File: src/hw/rtl/sqpd_pkg.sv
package sqpd_pkg;

    localparam int HEADER_BYTES = 5;
    localparam int HDR_CNT_W    = $clog2(HEADER_BYTES);

    localparam logic [HDR_CNT_W-1:0] HDR_TYPE    = HDR_CNT_W'(0);
    localparam logic [HDR_CNT_W-1:0] HDR_SEQ_HI  = HDR_CNT_W'(1);
    localparam logic [HDR_CNT_W-1:0] HDR_SEQ_LO  = HDR_CNT_W'(2);
    localparam logic [HDR_CNT_W-1:0] HDR_SIZE_HI = HDR_CNT_W'(3);
    localparam logic [HDR_CNT_W-1:0] HDR_LAST    = HDR_CNT_W'(HEADER_BYTES - 1);

    localparam int CFG_IDX_W  = 1;
    localparam int CFG_DATA_W = 16;

    localparam logic [CFG_IDX_W-1:0] CFG_MAX_PAYLOAD   = 1'd0;
    localparam logic [CFG_IDX_W-1:0] CFG_SEQ_TOLERANCE = 1'd1;

    localparam logic [15:0] MAX_PAYLOAD_RST   = 16'd1019;
    localparam logic [15:0] SEQ_TOLERANCE_RST = 16'd256;

    localparam logic [1:0] ST_PAYLOAD = 2'd0;
    localparam logic [1:0] ST_SEQ_REJ = 2'd1;
    localparam logic [1:0] ST_SIZE_REJ = 2'd2;

    typedef enum logic [1:0] {
        PH_HEADER  = 2'd0,
        PH_PAYLOAD = 2'd1,
        PH_SKIP    = 2'd2
    } t_phase;

    typedef struct packed {
        logic                  we;
        logic [CFG_IDX_W-1:0]  index;
        logic [CFG_DATA_W-1:0] data;
    } t_cfg_wr;

    typedef struct packed {
        logic [1:0]  status;
        logic [7:0]  packet_type;
        logic [15:0] packet_seq;
        logic [7:0]  payload_byte;
        logic [15:0] payload_index;
        logic        last;
    } t_result;

endpackage

File: src/hw/rtl/sqpd_in_reg.sv
module sqpd_in_reg (
    input  logic       i_clk,
    input  logic       i_rst_n,
    input  logic       i_valid,
    output logic       o_stall,
    input  logic [7:0] i_byte,
    input  logic       i_advance,
    output logic       o_valid,
    output logic [7:0] o_byte
);
    import sqpd_pkg::*;

    logic       r_valid;
    logic       n_valid;
    logic [7:0] r_byte;
    logic       w_accept;

    assign o_stall  = r_valid && !i_advance;
    assign w_accept = i_valid && !o_stall;

    always_comb begin
        n_valid = r_valid;
        if (w_accept) begin
            n_valid = 1'b1;
        end else if (i_advance) begin
            n_valid = 1'b0;
        end
    end

    always_ff @(posedge i_clk) begin
        if (!i_rst_n) begin
            r_valid <= 1'b0;
        end else begin
            r_valid <= n_valid;
        end
    end

    always_ff @(posedge i_clk) begin
        if (w_accept) begin
            r_byte <= i_byte;
        end
    end

    assign o_valid = r_valid;
    assign o_byte  = r_byte;

endmodule

File: src/hw/rtl/sqpd_core.sv
module sqpd_core (
    input  logic             i_clk,
    input  logic             i_rst_n,
    input  sqpd_pkg::t_cfg_wr i_cfg,
    input  logic             i_advance,
    input  logic [7:0]       i_byte,
    output logic             o_res_valid,
    output sqpd_pkg::t_result o_res
);
    import sqpd_pkg::*;

    logic [15:0]          r_max_payload;
    logic [15:0]          r_seq_tolerance;
    t_phase               r_phase;
    t_phase               n_phase;
    logic [HDR_CNT_W-1:0] r_header_count;
    logic [HDR_CNT_W-1:0] n_header_count;
    logic [7:0]           r_hdr_type;
    logic [7:0]           n_hdr_type;
    logic [15:0]          r_hdr_seq;
    logic [15:0]          n_hdr_seq;
    logic [15:0]          r_hdr_size;
    logic [15:0]          n_hdr_size;
    logic [15:0]          r_byte_count;
    logic [15:0]          n_byte_count;
    logic [15:0]          r_last_seq;
    logic [15:0]          n_last_seq;

    logic [16:0] w_count_inc;
    logic        w_count_done;
    logic        w_hdr_done;
    logic        w_seq_ok;
    logic        w_size_ok;
    logic        w_reject;

    always_ff @(posedge i_clk) begin
        if (!i_rst_n) begin
            r_max_payload   <= MAX_PAYLOAD_RST;
            r_seq_tolerance <= SEQ_TOLERANCE_RST;
        end else if (i_cfg.we) begin
            unique case (i_cfg.index)
                CFG_MAX_PAYLOAD:   r_max_payload   <= i_cfg.data;
                CFG_SEQ_TOLERANCE: r_seq_tolerance <= i_cfg.data;
                default: begin
                end
            endcase
        end
    end

    // header assembly
    always_comb begin
        n_hdr_type = r_hdr_type;
        n_hdr_seq  = r_hdr_seq;
        n_hdr_size = r_hdr_size;
        if (r_phase != PH_PAYLOAD && r_phase != PH_SKIP) begin
            unique case (r_header_count)
                HDR_TYPE:    n_hdr_type = i_byte;
                HDR_SEQ_HI:  n_hdr_seq  = {i_byte, r_hdr_seq[7:0]};
                HDR_SEQ_LO:  n_hdr_seq  = {r_hdr_seq[15:8], i_byte};
                HDR_SIZE_HI: n_hdr_size = {i_byte, r_hdr_size[7:0]};
                default:     n_hdr_size = {r_hdr_size[15:8], i_byte};
            endcase
        end
    end

    assign w_count_inc  = {1'b0, r_byte_count} + 17'd1;
    assign w_count_done = w_count_inc >= {1'b0, r_hdr_size};
    assign w_hdr_done   = (r_header_count == HDR_LAST);
    // last_seq above 65535 - tolerance is last_seq > ~tolerance
    assign w_seq_ok     = ((r_last_seq > ~r_seq_tolerance) && (n_hdr_seq < r_seq_tolerance))
                          || (n_hdr_seq > r_last_seq);
    assign w_size_ok    = n_hdr_size <= r_max_payload;
    assign w_reject     = !w_seq_ok || !w_size_ok;

    // next phase
    always_comb begin
        n_phase = r_phase;
        unique case (r_phase)
            PH_PAYLOAD, PH_SKIP: begin
                if (w_count_done) begin
                    n_phase = PH_HEADER;
                end
            end
            default: begin
                n_phase = PH_HEADER;
                if (w_hdr_done) begin
                    if (w_reject) begin
                        n_phase = (n_hdr_size == 16'd0) ? PH_HEADER : PH_SKIP;
                    end else if (n_hdr_size != 16'd0) begin
                        n_phase = PH_PAYLOAD;
                    end
                end
            end
        endcase
    end

    // counters, sequence commit and result
    always_comb begin
        n_header_count      = r_header_count;
        n_byte_count        = r_byte_count;
        n_last_seq          = r_last_seq;
        o_res_valid         = 1'b0;
        o_res.status        = ST_PAYLOAD;
        o_res.packet_type   = n_hdr_type;
        o_res.packet_seq    = n_hdr_seq;
        o_res.payload_byte  = 8'd0;
        o_res.payload_index = 16'd0;
        o_res.last          = 1'b0;
        unique case (r_phase)
            PH_PAYLOAD: begin
                o_res_valid         = 1'b1;
                o_res.payload_byte  = i_byte;
                o_res.payload_index = r_byte_count;
                o_res.last          = w_count_done;
                if (w_count_done) begin
                    n_last_seq   = r_hdr_seq;
                    n_byte_count = 16'd0;
                end else begin
                    n_byte_count = w_count_inc[15:0];
                end
            end
            PH_SKIP: begin
                n_byte_count = w_count_done ? 16'd0 : w_count_inc[15:0];
            end
            default: begin
                if (w_hdr_done) begin
                    n_header_count = '0;
                    n_byte_count   = 16'd0;
                    if (w_reject) begin
                        o_res_valid  = 1'b1;
                        o_res.status = (w_seq_ok ? ST_PAYLOAD : ST_SEQ_REJ)
                                       | (w_size_ok ? ST_PAYLOAD : ST_SIZE_REJ);
                        n_last_seq   = n_hdr_seq;
                    end
                end else begin
                    n_header_count = r_header_count + HDR_CNT_W'(1);
                end
            end
        endcase
    end

    always_ff @(posedge i_clk) begin
        if (!i_rst_n) begin
            r_phase        <= PH_HEADER;
            r_header_count <= '0;
            r_hdr_type     <= 8'd0;
            r_hdr_seq      <= 16'd0;
            r_hdr_size     <= 16'd0;
            r_byte_count   <= 16'd0;
            r_last_seq     <= 16'd0;
        end else if (i_advance) begin
            r_phase        <= n_phase;
            r_header_count <= n_header_count;
            r_hdr_type     <= n_hdr_type;
            r_hdr_seq      <= n_hdr_seq;
            r_hdr_size     <= n_hdr_size;
            r_byte_count   <= n_byte_count;
            r_last_seq     <= n_last_seq;
        end
    end

endmodule

File: src/hw/rtl/sqpd_out_reg.sv
module sqpd_out_reg (
    input  logic              i_clk,
    input  logic              i_rst_n,
    input  logic              i_load,
    input  sqpd_pkg::t_result i_res,
    input  logic              i_stall,
    output logic              o_valid,
    output sqpd_pkg::t_result o_res
);
    import sqpd_pkg::*;

    logic    r_valid;
    logic    n_valid;
    t_result r_res;

    always_comb begin
        n_valid = r_valid;
        if (i_load) begin
            n_valid = 1'b1;
        end else if (!i_stall) begin
            n_valid = 1'b0;
        end
    end

    always_ff @(posedge i_clk) begin
        if (!i_rst_n) begin
            r_valid <= 1'b0;
        end else begin
            r_valid <= n_valid;
        end
    end

    always_ff @(posedge i_clk) begin
        if (i_load) begin
            r_res <= i_res;
        end
    end

    assign o_valid = r_valid;
    assign o_res   = r_res;

endmodule

File: src/hw/rtl/sequenced_packet_deframer.sv
// Packet deframer: one stream byte per transfer, one byte per clock sustained while the
// output is not stalled. Each packet is a 5-byte header (type, 16-bit sequence, 16-bit
// size, big-endian) then the payload. Accepted packets come out one payload byte per
// transfer, tagged with type, sequence and index, with last on the final byte. A header
// failing the sequence or size check yields one reject transfer and its payload is dropped;
// an accepted empty packet yields nothing. Each byte passes the input register and each
// result the result register; the input stalls only while output stall holds a result.
module sequenced_packet_deframer (
    input  logic                              i_clk,
    input  logic                              i_rst_n,
    input  logic                              i_cfg_we,
    input  logic [sqpd_pkg::CFG_IDX_W-1:0]    i_cfg_index,
    input  logic [sqpd_pkg::CFG_DATA_W-1:0]   i_cfg_data,
    input  logic                              i_in_valid,
    output logic                              o_in_stall,
    input  logic [7:0]                        i_stream_byte,
    output logic                              o_out_valid,
    input  logic                              i_out_stall,
    output logic [1:0]                        o_status,
    output logic [7:0]                        o_packet_type,
    output logic [15:0]                       o_packet_seq,
    output logic [7:0]                        o_payload_byte,
    output logic [15:0]                       o_payload_index,
    output logic                              o_last
);
    import sqpd_pkg::*;

    t_cfg_wr    w_cfg;
    logic       w_in_valid;
    logic [7:0] w_in_byte;
    logic       w_advance;
    logic       w_res_valid;
    t_result    w_res;
    t_result    w_out;

    assign w_cfg.we    = i_cfg_we;
    assign w_cfg.index = i_cfg_index;
    assign w_cfg.data  = i_cfg_data;

    assign w_advance = w_in_valid && (!o_out_valid || !i_out_stall);

    sqpd_in_reg u_in (
        .i_clk     (i_clk),
        .i_rst_n   (i_rst_n),
        .i_valid   (i_in_valid),
        .o_stall   (o_in_stall),
        .i_byte    (i_stream_byte),
        .i_advance (w_advance),
        .o_valid   (w_in_valid),
        .o_byte    (w_in_byte)
    );

    sqpd_core u_core (
        .i_clk       (i_clk),
        .i_rst_n     (i_rst_n),
        .i_cfg       (w_cfg),
        .i_advance   (w_advance),
        .i_byte      (w_in_byte),
        .o_res_valid (w_res_valid),
        .o_res       (w_res)
    );

    sqpd_out_reg u_out (
        .i_clk   (i_clk),
        .i_rst_n (i_rst_n),
        .i_load  (w_advance && w_res_valid),
        .i_res   (w_res),
        .i_stall (i_out_stall),
        .o_valid (o_out_valid),
        .o_res   (w_out)
    );

    assign o_status        = w_out.status;
    assign o_packet_type   = w_out.packet_type;
    assign o_packet_seq    = w_out.packet_seq;
    assign o_payload_byte  = w_out.payload_byte;
    assign o_payload_index = w_out.payload_index;
    assign o_last          = w_out.last;

endmodule

File: config.mk
export PLATFORM = sky130hd
export DESIGN_NAME = sequenced_packet_deframer
export DESIGN_NICKNAME = d
export VERILOG_FILES = /design/src/hw/rtl/sqpd_pkg.sv /design/src/hw/rtl/sqpd_in_reg.sv /design/src/hw/rtl/sqpd_core.sv /design/src/hw/rtl/sqpd_out_reg.sv /design/src/hw/rtl/sequenced_packet_deframer.sv
export SDC_FILE = /design/constraint.sdc
export NUM_CORES = 1
export LEC_CHECK = 0
export BUFFER_PORTS_ARGS = -buffer_cell sky130_fd_sc_hd__buf_2
export CORE_MARGIN = 5
export CORE_UTILIZATION = 60
export CTS_CLUSTER_SIZE = 12
export DETAILED_ROUTE_END_ITERATION = 8
export GPL_TIMING_DRIVEN = 1
export MAX_ROUTING_LAYER = met4
export PLACE_DENSITY_LB_ADDON = 0.1
export SYNTH_ARGS = -nofsm -noshare
export SYNTH_HDL_FRONTEND = slang
export SYNTH_SLANG_ARGS = --single-unit
File: constraint.sdc
create_clock -name i_clk -period 7.5 [get_ports i_clk]
set_input_delay 0.375 -clock i_clk [delete_from_list [all_inputs] [get_ports i_clk]]
set_output_delay 0.375 -clock i_clk [all_outputs]
set_load 0.02 [all_outputs]
### Word-level counts from Yosys, hierarchy flattened

Cells that the tools add are included.

| cells by class | value |
|---|---|
| add/subtract/negate cells | 2 |
| order comparisons | 5 |
| equality and inequality tests | 11 |
| multiplexer cells | 29 |
| bitwise gates (word level) | 7 |
| reductions and logical operators | 31 |

Operators with widths:

| operator | count |
|---|---|
| 16-bit two-way mux | 8 |
| 16-bit case mux with 2 select lines | 3 |
| 16-bit greater-than comparator | 2 |
| 16-bit by 1-bit adder with 17-bit output, second input constant | 1 |
| 17-bit by 16-bit greater-or-equal comparator with 1-bit output | 1 |
| 16-bit <= comparator | 1 |
| 16-bit zero test | 1 |
| 16-bit less-than comparator | 1 |
| 8-bit two-way mux | 2 |
| 16-bit inverter | 1 |
| 16-bit nonzero test | 1 |
| 2-bit two-way mux | 6 |
| 2-bit AND reduction | 5 |
| 1-bit two-way mux | 8 |
| 2-bit by 1-bit != test with 1-bit output, second input constant | 4 |
| 2-bit nonzero test | 4 |
| 3-bit by 2-bit equality test with 1-bit output, second input constant | 2 |
| 1-bit logical AND | 6 |
| 1-bit zero test | 6 |
| 1-bit inverter | 5 |
| 5-bit AND reduction | 1 |
| 4-bit OR reduction | 1 |
| 3-bit by 1-bit adder with 3-bit output, second input constant | 1 |
| 3-bit by 1-bit equality test with 1-bit output, second input constant | 1 |
| 11 further kinds | 13 |

| storage, ports and cells | value |
|---|---|
| bits in registers | 170 |
| input bits | 30 |
| output and inout port bits | 53 |
| word-level logic and storage cells | 103 |

### Longest topological paths before layout

Gate-level depths: netlist of the first run.

| depth | value |
|---|---|
| depth after elaboration | 13 |
| gate-level depth with buffers | 19 |
| mapped depth without buffers | 17 |

### By module

From an unflattened synthesis of the first run, not the netlist that was laid out.

| second synthesis, totals | value |
|---|---|
| cells, all modules | 980 |
| area, all modules | 9251.4 sq um |

Modules (own cells, without submodules):

| module | instances | cells each | area an instance (sq um) | seq. area each (sq um) |
|---|---|---|---|---|
| sqpd_core | 1 | 912 | 7383.3 | 2182.1 |
| sqpd_out_reg | 1 | 54 | 1562.7 | 1551.5 |
| sqpd_in_reg | 1 | 12 | 287.8 | 260.2 |
| sequenced_packet_deframer | 1 | 2 | 17.5 | 0.0 |

### Worst setup path after synthesis of the first run

No wires, ideal clock.

| timing | value |
|---|---|
| kind | flip-flop to flip-flop |
| from | reg u_core.r_phase[0] |
| to | reg u_out.r_res, in the netlist u_out.o_res[0], enable pin |
| setup time | 476 ps |
| arrival | 5650 ps |
| required time | 7024 ps |
| path slack | 1374 ps |
| stages on the path, launching flop included | 17 |
| buffers on the path | 2 |
| clock period less this slack | 6126 ps |
| path through | dfxtp_1 inv_1 ha_1 and3_1 clkbuf_1 nand2b_1 clkbuf_1 a22oi_1 inv_1 ha_1 nand4_1 or4_1 or2_1 a22oi_1 or2_2 nand3_1 a21oi_1 |

| between the ends | value |
|---|---|
| longest elaborated chain between the ends | 12 |
| elaborated cells between the ends (all ways) | 19 |
| classes of those cells | order compare: 3; eq/ne: 4; mux: 5; reduce/logical: 7 |

Ends and longest elaborated chain:

| element | RTL line | RTL |
|---|---|---|
| start: declaration | sqpd_core.sv:14 | `t_phase r_phase;` |
| start signal: assignment | sqpd_core.sv:152 | `r_phase <= n_phase;` |
| 2-bit by 1-bit != test with 1-bit output or 2-bit != test (tied branches) | sqpd_core.sv:55 | `if (r_phase != PH_PAYLOAD && r_phase != PH_SKIP) begin` |
| 1-bit logical AND (*) | sqpd_core.sv:55 |  |
| 16-bit two-way mux (*) | sqpd_core.sv:55 |  |
| named net u_core.n_hdr_seq[14] | sqpd_core.sv:21 | `logic [15:0] n_hdr_seq;` |
| 16-bit less-than comparator | sqpd_core.sv:70 | `assign w_seq_ok = ((r_last_seq > ~r_seq_tolerance) && (n_hdr_seq < r_seq_tolerance))` |
| 1-bit logical AND | sqpd_core.sv:70 |  |
| 1-bit logical OR (*) | sqpd_core.sv:71 | `\|\| (n_hdr_seq > r_last_seq);` |
| 1-bit zero test (*) | sqpd_core.sv:73 | `assign w_reject = !w_seq_ok \|\| !w_size_ok;` |
| 1-bit logical OR (*) | sqpd_core.sv:73 |  |
| 1-bit two-way mux (*) | sqpd_core.sv:129 | `if (w_reject) begin` |
| 1-bit two-way mux (*) | sqpd_core.sv:126 | `if (w_hdr_done) begin` |
| 1-bit case mux with 2 select lines (*) | sqpd_core.sv:109 | `unique case (r_phase)` |
| 1-bit logical AND (*) | sequenced_packet_deframer.sv:66 | `.i_load (w_advance && w_res_valid),` |
| named net u_out.i_load | sqpd_out_reg.sv:4 | `input logic i_load,` |
| end signal: assignment | sqpd_out_reg.sv:35 | `r_res <= i_res;` |
| end: declaration | sqpd_out_reg.sv:14 | `t_result r_res;` |

The timed path passes the listed nets; every way through them passes the cells marked *.
A chain may end at the register's enable or synchronous reset.

### Final worst setup path of the first run

| timing | value |
|---|---|
| from | reg u_core.r_phase[0] |
| to | reg u_out.r_res, in the netlist u_out.o_res[14], enable pin |

The elaborated chain is that of the path after synthesis.

==> flow_metrics.env, run 1 <==
export IMPL_sequential_area_share_after_synthesis_pct=43.3
export IMPL_wire_per_inst_um=17.3
export IMPL_worst_setup_path_type="flip-flop to flip-flop"
export IMPL_fillerInstances=1245
export IMPL_worstPathMaxFanout=28
export IMPL_worstSetupStartpointType="flip-flop"
export IMPL_cts_setup_buffers=0
export IMPL_total_global_route_track_usage_pct=25.3
export IMPL_ctsHoldBuffers=0
export IMPL_ir_worst_vdd_v=0.000167
export IMPL_grt_ovfl_total=0
export IMPL_setup_ws_ns=2.05
export IMPL_cts_root_buffer_cell="clkbuf_16"
export IMPL_synthesis_yosys_warnings=0
export IMPL_final_period_utilization_pct=72.7
export IMPL_worst_hold_slack_ns=0.112
export IMPL_initial_antenna_violation_count=0
export IMPL_grt_pass1_vias=6847
export IMPL_starting_utilization_of_the_core_area_pct=60.9
export IMPL_ys_types=63
export IMPL_top_layer_used_by_detailed_routing="met4"
export IMPL_number_of_gates_resized_after_cts=0
export IMPL_placement_io_buffers=82
export IMPL_synth_area_mm2=0.00922
export IMPL_multi_input_area_mm2=0.00459
export IMPL_cts_tree="yes"
export IMPL_drive_gt1_share_pct=12.9
export IMPL_cell_count_after_placement=1222
export IMPL_synth_ff_latch_count=170
export IMPL_cts_reportedPaths_clkPinSlew_ns=0.07
export IMPL_critPathArrivalTime_ns=5.54
export IMPL_io_pin_count=83
export IMPL_area_sequential_mm2=0.00399
export IMPL_achievable_frequency_ghz=0.183
export IMPL_slew_headroom_pct=30.1
export IMPL_synth_nets=1113
export IMPL_met2_length_mm=10.3
export IMPL_drt_drc_violations_left=0
export IMPL_route_detailed_vias_per_inst=5.74
export IMPL_number_of_core_rows=45
export IMPL_cpMaxStageDelayCell="a21oi_4"
export IMPL_layoutNonFillerInstCount=1254
export IMPL_timing_clock_skew_ns=0.00824
export IMPL_detail_route_iter0_violations=605
export IMPL_post_synth_top_area_cell="dfxtp_1"
export IMPL_met1_wire_length_mm=9.90
export IMPL_hold_class="input pin to flip-flop"
export IMPL_status="complete, no violations"
export IMPL_synth_avg_cell_area_um2=9.25
export IMPL_grt_max_degree=89
export IMPL_post_place_ws_ns=2.19
export IMPL_nNetsFinal=1170
export IMPL_synth_edff_count=59
export IMPL_timing_max_cap_violations=0
export IMPL_gp_congestion=0.889
export IMPL_power_density_mw_per_mm2=207
export IMPL_cts_inserted_buffers=17
export IMPL_die_height_um=134
export IMPL_clk_latency_ns=0.43
export IMPL_htree_levels=4
export IMPL_synth_flop_cell="dfxtp_1"
export IMPL_grt_setup_unrepaired="false"
export IMPL_final_min_clock_period_ns=5.45
export IMPL_placeableCoreArea_mm2=0.0151
export IMPL_grt_pass1_wl_mm=34.8
export IMPL_route_met3_wl_mm=1.34
export IMPL_die_w_um=134
export IMPL_final_setup_viols=0
export IMPL_detailed_place_hpwl_mm=15.6
export IMPL_drt_pre_antenna_iters=5
export IMPL_critical_path_endpoint_type="flip-flop"
export IMPL_tritoncts_num_sinks=170
export IMPL_synth_most_common_cell="nand2_1"
export IMPL_area_share_of_the_largest_cell_type_after_synthesis_pct=24.1
export IMPL_worstPathRequired_ns=7.59
export IMPL_async_flop_share_pct=0
export IMPL_insertedDiodeCount=0
export IMPL_routed_wl_mm=21.7
export IMPL_power_static_leakage_nw=4.92
export IMPL_totalNegativeSetupSlack_ns=0
export IMPL_vias=7194
export IMPL_maximum_cell_stage_delay_along_the_critical_path_ns=0.70
export IMPL_worst_max_slew_pin_slew_ns=1.05
export IMPL_area_growth_pct=11.4
export IMPL_final_hold_viol_count=0
export IMPL_syn_instance_count=996
export IMPL_synth_area_top_cells="dfxtp_1 (24%), edfxtp_1 (19%), ha_1 (12%)"
export IMPL_cts_buffer_depth=2
export IMPL_worstPathCellList="inv_1, ha_1, and3_1, nand2b_1, a22oi_1, inv_1, ha_1, nand4_1, or4_1, or2_1, a22oi_1, or2_2, nand3_1, a21oi_4, buf_4"
export IMPL_final_antenna_net_count=0
export IMPL_fp_dieArea_mm2=0.0179
export IMPL_synth_common_cells="nand2_1 (143), dfxtp_1 (111), inv_1 (108)"
export IMPL_final_count_of_pins_violating_max_slew=0
metrics by stage:
stage          power (mW)  cell area [um2]  utilization [%]
2_1_floorplan        1.19             9220                -
3_3_place_gp         1.25             9670             63.9
3_5_place_dp         1.26             9670             63.9
4_1_cts              2.13            10300             67.8
5_1_grt              2.21            10300             67.8
6_report             2.13            10300             67.8
path summary, 6_finish.rpt:
check / end / slack [ns] / cells after the start / from
worst max register to register: u_out.o_res[14]$_SDFFCE_PN0P_ / 2.05 / 15 / u_core.r_phase[0]$_SDFFE_PN0P_
worst max-delay path: u_out.o_res[14]$_SDFFCE_PN0P_ / 2.05 / 15 / u_core.r_phase[0]$_SDFFE_PN0P_
worst min register to register: u_core.r_max_payload[15]$_SDFFE_PN0P_ / 0.47 / 2 / u_core.r_max_payload[15]$_SDFFE_PN0P_
worst min-delay path: u_in.o_byte[6]$_DFFE_PP_ / 0.11 / 1 / i_stream_byte[6]
final cells by class:
type	instances	area share, %
multi-input cells	669	44.7
clock buffers	17	4.14
repair buffers	87	4.36
flip-flops and latches	170	38.9
inverters	108	3.95
well taps	188	2.29
clock inverters	15	1.61
critical path, delay by kind of cell, from the launching register on:
family	cells	cell delay, ns
and+or+nand+nor	7	1.88
DFF	1	0.35
adders and majority gates	2	0.87
AOI/OAI and AO/OA	3	1.28
buffers and inverters	3	0.69
routing by layer:
layer / up-vias / track usage [%]
met5: - / -
met4: 0 / 5.83
met3: 18 / 4.69
met2: 189 / 40.1
met1: 3379 / 33.9
li1: 3608 / -
cells by family (layout without fill, tap and decap cells):
logic type               count (synthesis)  count (layout)  synth area share, %
AND/OR/NAND/NOR                        325             325                 17.2
AO/OA/AOI/OAI                          227             227                 17.5
flip-flops                             170             170                 43.3
buffers and inverters                  157             227                 6.99
adder cells (fa/ha/maj)                 87              87                 11.8
multiplexers                            16              16                 1.85
XOR/XNOR                                14              14                 1.33
state kept, by name, indices dropped and copies added (netlist names):
register,flops
u_in.o_byte,8
u_core.r_hdr_seq,16
u_core.r_byte_count,16
u_core.r_max_payload,16
u_core.r_phase,2
u_core.r_seq_tolerance,16
u_core.r_last_seq,16
u_out.o_valid,1
u_core.r_hdr_size,16
u_core.r_hdr_type,8
u_core.r_header_count,3
u_in.o_valid,1
u_out.o_res,51
cell usage in the layout, fill, tap and decap left out, drive strengths merged, types with 5 or more instances in the layout:
| cell | netlist | final |
|---|---|---|
| nand4 | 19 | 19 |
| a21boi | 34 | 34 |
| dfxtp | 111 | 111 |
| o21ai | 28 | 28 |
| nand3b | 10 | 10 |
| mux2 | 8 | 8 |
| o211a | 32 | 32 |
| buf | 13 | 87 |
| ha | 87 | 87 |
| xor2 | 9 | 9 |
| nor4 | 5 | 5 |
| inv | 108 | 113 |
| nor2b | 11 | 11 |
| a22oi | 26 | 26 |
| nor3 | 6 | 6 |
| a21o | 7 | 7 |
| nor2 | 44 | 44 |
| clkinvlp | 0 | 7 |
| o22ai | 16 | 16 |
| and3 | 12 | 12 |
| nand3 | 21 | 21 |
| edfxtp | 59 | 59 |
| nor3b | 8 | 8 |
| mux2i | 8 | 8 |
| nand2 | 143 | 143 |
| clkbuf | 35 | 17 |
| a21oi | 46 | 46 |
| xnor2 | 5 | 5 |
| and2 | 33 | 33 |
| o211ai | 13 | 13 |
where the power goes:
part           total [mW]  switching [mW]  internal [mW]
Sequential           1.01          0.0306          0.980
Clock               0.884           0.387          0.496
Combinational       0.233           0.137         0.0958
Total                2.13           0.555           1.57
No activity file was read; power rests on OpenSTA's default activity.
==> inputs of run 2 (changes only) <==
==> constraint.sdc (replaced) <==
create_clock -name i_clk -period 5.25 [get_ports i_clk]
set_input_delay 0.2625 -clock i_clk [delete_from_list [all_inputs] [get_ports i_clk]]
set_output_delay 0.2625 -clock i_clk [all_outputs]
set_load 0.02 [all_outputs]
==> run 2 against run 1 <==
  * Sequential share of layout area down 0.40 points
  * Hold slack worse by 0.10 ns
  * Die area unchanged
  * Critical path type unchanged
  * Critical endpoint is now u_out.o_res[13]$_SDFFCE_PN0P_
  * Highest routed layer unchanged
==> flow_metrics.env, run 2 (synthesized netlist as in run 1, its figures left out) <==
export IMPL_status="complete, no violations"
export IMPL_htree_levels=4
export IMPL_power_density_mw_per_mm2=297
export IMPL_ctsHoldBuffers=4
export IMPL_grt_pass1_wl_mm=35.4
export IMPL_timing_clock_skew_ns=0.0121
export IMPL_post_place_ws_ns=0.584
export IMPL_total_power_mw=3.08
export IMPL_grt_ovfl_total=0
export IMPL_nNetsFinal=1178
export IMPL_cts_buffer_depth=2
export IMPL_gp_congestion=0.866
export IMPL_setup_ws_ns=0.468
export IMPL_final_setup_viols=0
export IMPL_cts_setup_buffers=0
export IMPL_grt_pass1_vias=6805
export IMPL_cts_reportedPaths_clkPinSlew_ns=0.07
export IMPL_cts_tree="yes"
export IMPL_number_of_core_rows=45
export IMPL_worst_hold_slack_ns=0.0103
export IMPL_post_route_util_pct=68.5
export IMPL_vias=7253
export IMPL_area_growth_pct=12.5
export IMPL_detailed_place_hpwl_mm=15.4
export IMPL_largest_reg_flops=51
export IMPL_regToRegStartpoint="u_core.r_phase[0]$_SDFFE_PN0P_"
export IMPL_io_pin_count=83
export IMPL_route_detailed_vias_per_inst=5.75
export IMPL_final_period_utilization_pct=91.1
export IMPL_grt_max_degree=114
export IMPL_critical_path_endpoint_type="flip-flop"
export IMPL_worstPathMaxFanout=51
export IMPL_total_global_route_track_usage_pct=25.7
export IMPL_final_hold_viol_count=0
export IMPL_worst_setup_path_type="flip-flop to flip-flop"
export IMPL_final_antenna_net_count=0
export IMPL_routed_wl_mm=21.9
export IMPL_final_count_of_pins_violating_max_slew=0
export IMPL_fillerInstances=1191
export IMPL_cts_root_buffer_cell="clkbuf_16"
export IMPL_worstPathRequired_ns=5.36
export IMPL_hold_class="input pin to flip-flop"
export IMPL_regToRegSetupSlack_ns=0.47
export IMPL_number_of_gates_resized_after_cts=0
export IMPL_mostFrequentLayoutCells="nand2_1 (143), dfxtp_1 (111), inv_1 (108)"
export IMPL_achievable_frequency_ghz=0.209
export IMPL_cts_inserted_buffers=17
export IMPL_slew_headroom_pct=25.9
export IMPL_insertedDiodeCount=0
export IMPL_tritoncts_num_sinks=170
export IMPL_grt_setup_unrepaired="false"
export IMPL_die_w_um=134
export IMPL_startpoint="u_core.r_phase[0]$_SDFFE_PN0P_"
export IMPL_worstSetupStartpointType="flip-flop"
export IMPL_detail_route_iter0_violations=658
export IMPL_crit_end="u_out.o_res[13]$_SDFFCE_PN0P_"
export IMPL_placed_area_mm2=0.00971
export IMPL_clk_latency_ns=0.43
export IMPL_initial_antenna_violation_count=0
export IMPL_ir_worst_vdd_v=0.000241
export IMPL_power_static_leakage_nw=4.99
export IMPL_critPathArrivalTime_ns=4.89
export IMPL_drt_drc_violations_left=0
export IMPL_non_filler_cell_area_final_mm2=0.0104
export IMPL_layoutNonFillerInstCount=1262
export IMPL_crit_reg2reg_capture="u_out.o_res[13]$_SDFFCE_PN0P_"
export IMPL_placement_io_buffers=82
export IMPL_final_min_clock_period_ns=4.78
export IMPL_wire_per_inst_um=17.4
export IMPL_timing_max_cap_violations=0
export IMPL_cell_count_after_placement=1225
export IMPL_worst_max_slew_pin_slew_ns=1.11
export IMPL_starting_utilization_of_the_core_area_pct=60.9
export IMPL_layout_commonest_cell="nand2_1"
export IMPL_rr_worst_depth=15
export IMPL_die_height_um=134
export IMPL_drive_gt1_share_pct=13.3
export IMPL_fp_dieArea_mm2=0.0179
export IMPL_placeableCoreArea_mm2=0.0151
export IMPL_totalNegativeSetupSlack_ns=0
export IMPL_drt_pre_antenna_iters=5
run 2: layout make-up:
cell class	count	area (um2)	share of cell area, %
Clock buffer	18	439	4.24
Clock inverter	14	170	1.64
Inverter	108	405	3.91
Multi-Input combinational cell	669	4590	44.3
Sequential cell	170	3990	38.5
Tap cell	188	235	2.27
Timing Repair Buffer	95	533	5.14
run 2: critical path, stage by stage (launching register included):
cell and delay [ns]:
dfxtp_1 0.36, inv_1 0.06, ha_1 0.55, and3_1 0.47, nand2b_1 0.30, a22oi_1 0.31, inv_1 0.13, ha_1 0.33
nand4_1 0.14, or4_1 0.52, or2_1 0.28, a22oi_1 0.19, or2_2 0.17, nand3_1 0.14, a21oi_4 0.20, buf_12 0.29
run 2: routing by layer:
metal | vias to the layer above | GRT usage [%] | part of all wire [%]
met3 | 26 | 3.60 | 6.2
met2 | 181 | 39.8 | 47
met4 | 0 | 6.51 | 1.3
met1 | 3426 | 35.7 | 46
met5 | - | - | 0
li1 | 3620 | - | -
run 2: worst min-delay path by stage:
stage / slack (ns) / depth (start not counted) / end / startpoint
floorplan: 0.36 / 0 / u_in.o_byte[0]$_DFFE_PP_ / i_stream_byte[0]
global placement: 0.44 / 1 / u_in.o_byte[2]$_DFFE_PP_ / i_stream_byte[2]
detailed placement: 0.44 / 1 / u_in.o_byte[2]$_DFFE_PP_ / i_stream_byte[2]
CTS: 0.001 / 1 / u_in.o_byte[3]$_DFFE_PP_ / i_stream_byte[3]
global route: 0.006 / 1 / u_in.o_byte[1]$_DFFE_PP_ / i_stream_byte[1]
finish: 0.01 / 1 / u_in.o_byte[3]$_DFFE_PP_ / i_stream_byte[3]
run 2: report_power, final:
group | total (mW) | internal, mW | switching, mW | leakage [nW]
logic | 0.339 | 0.140 | 0.199 | 3.17
clock network | 1.30 | 0.763 | 0.532 | 0.300
registers | 1.44 | 1.40 | 0.0438 | 1.51
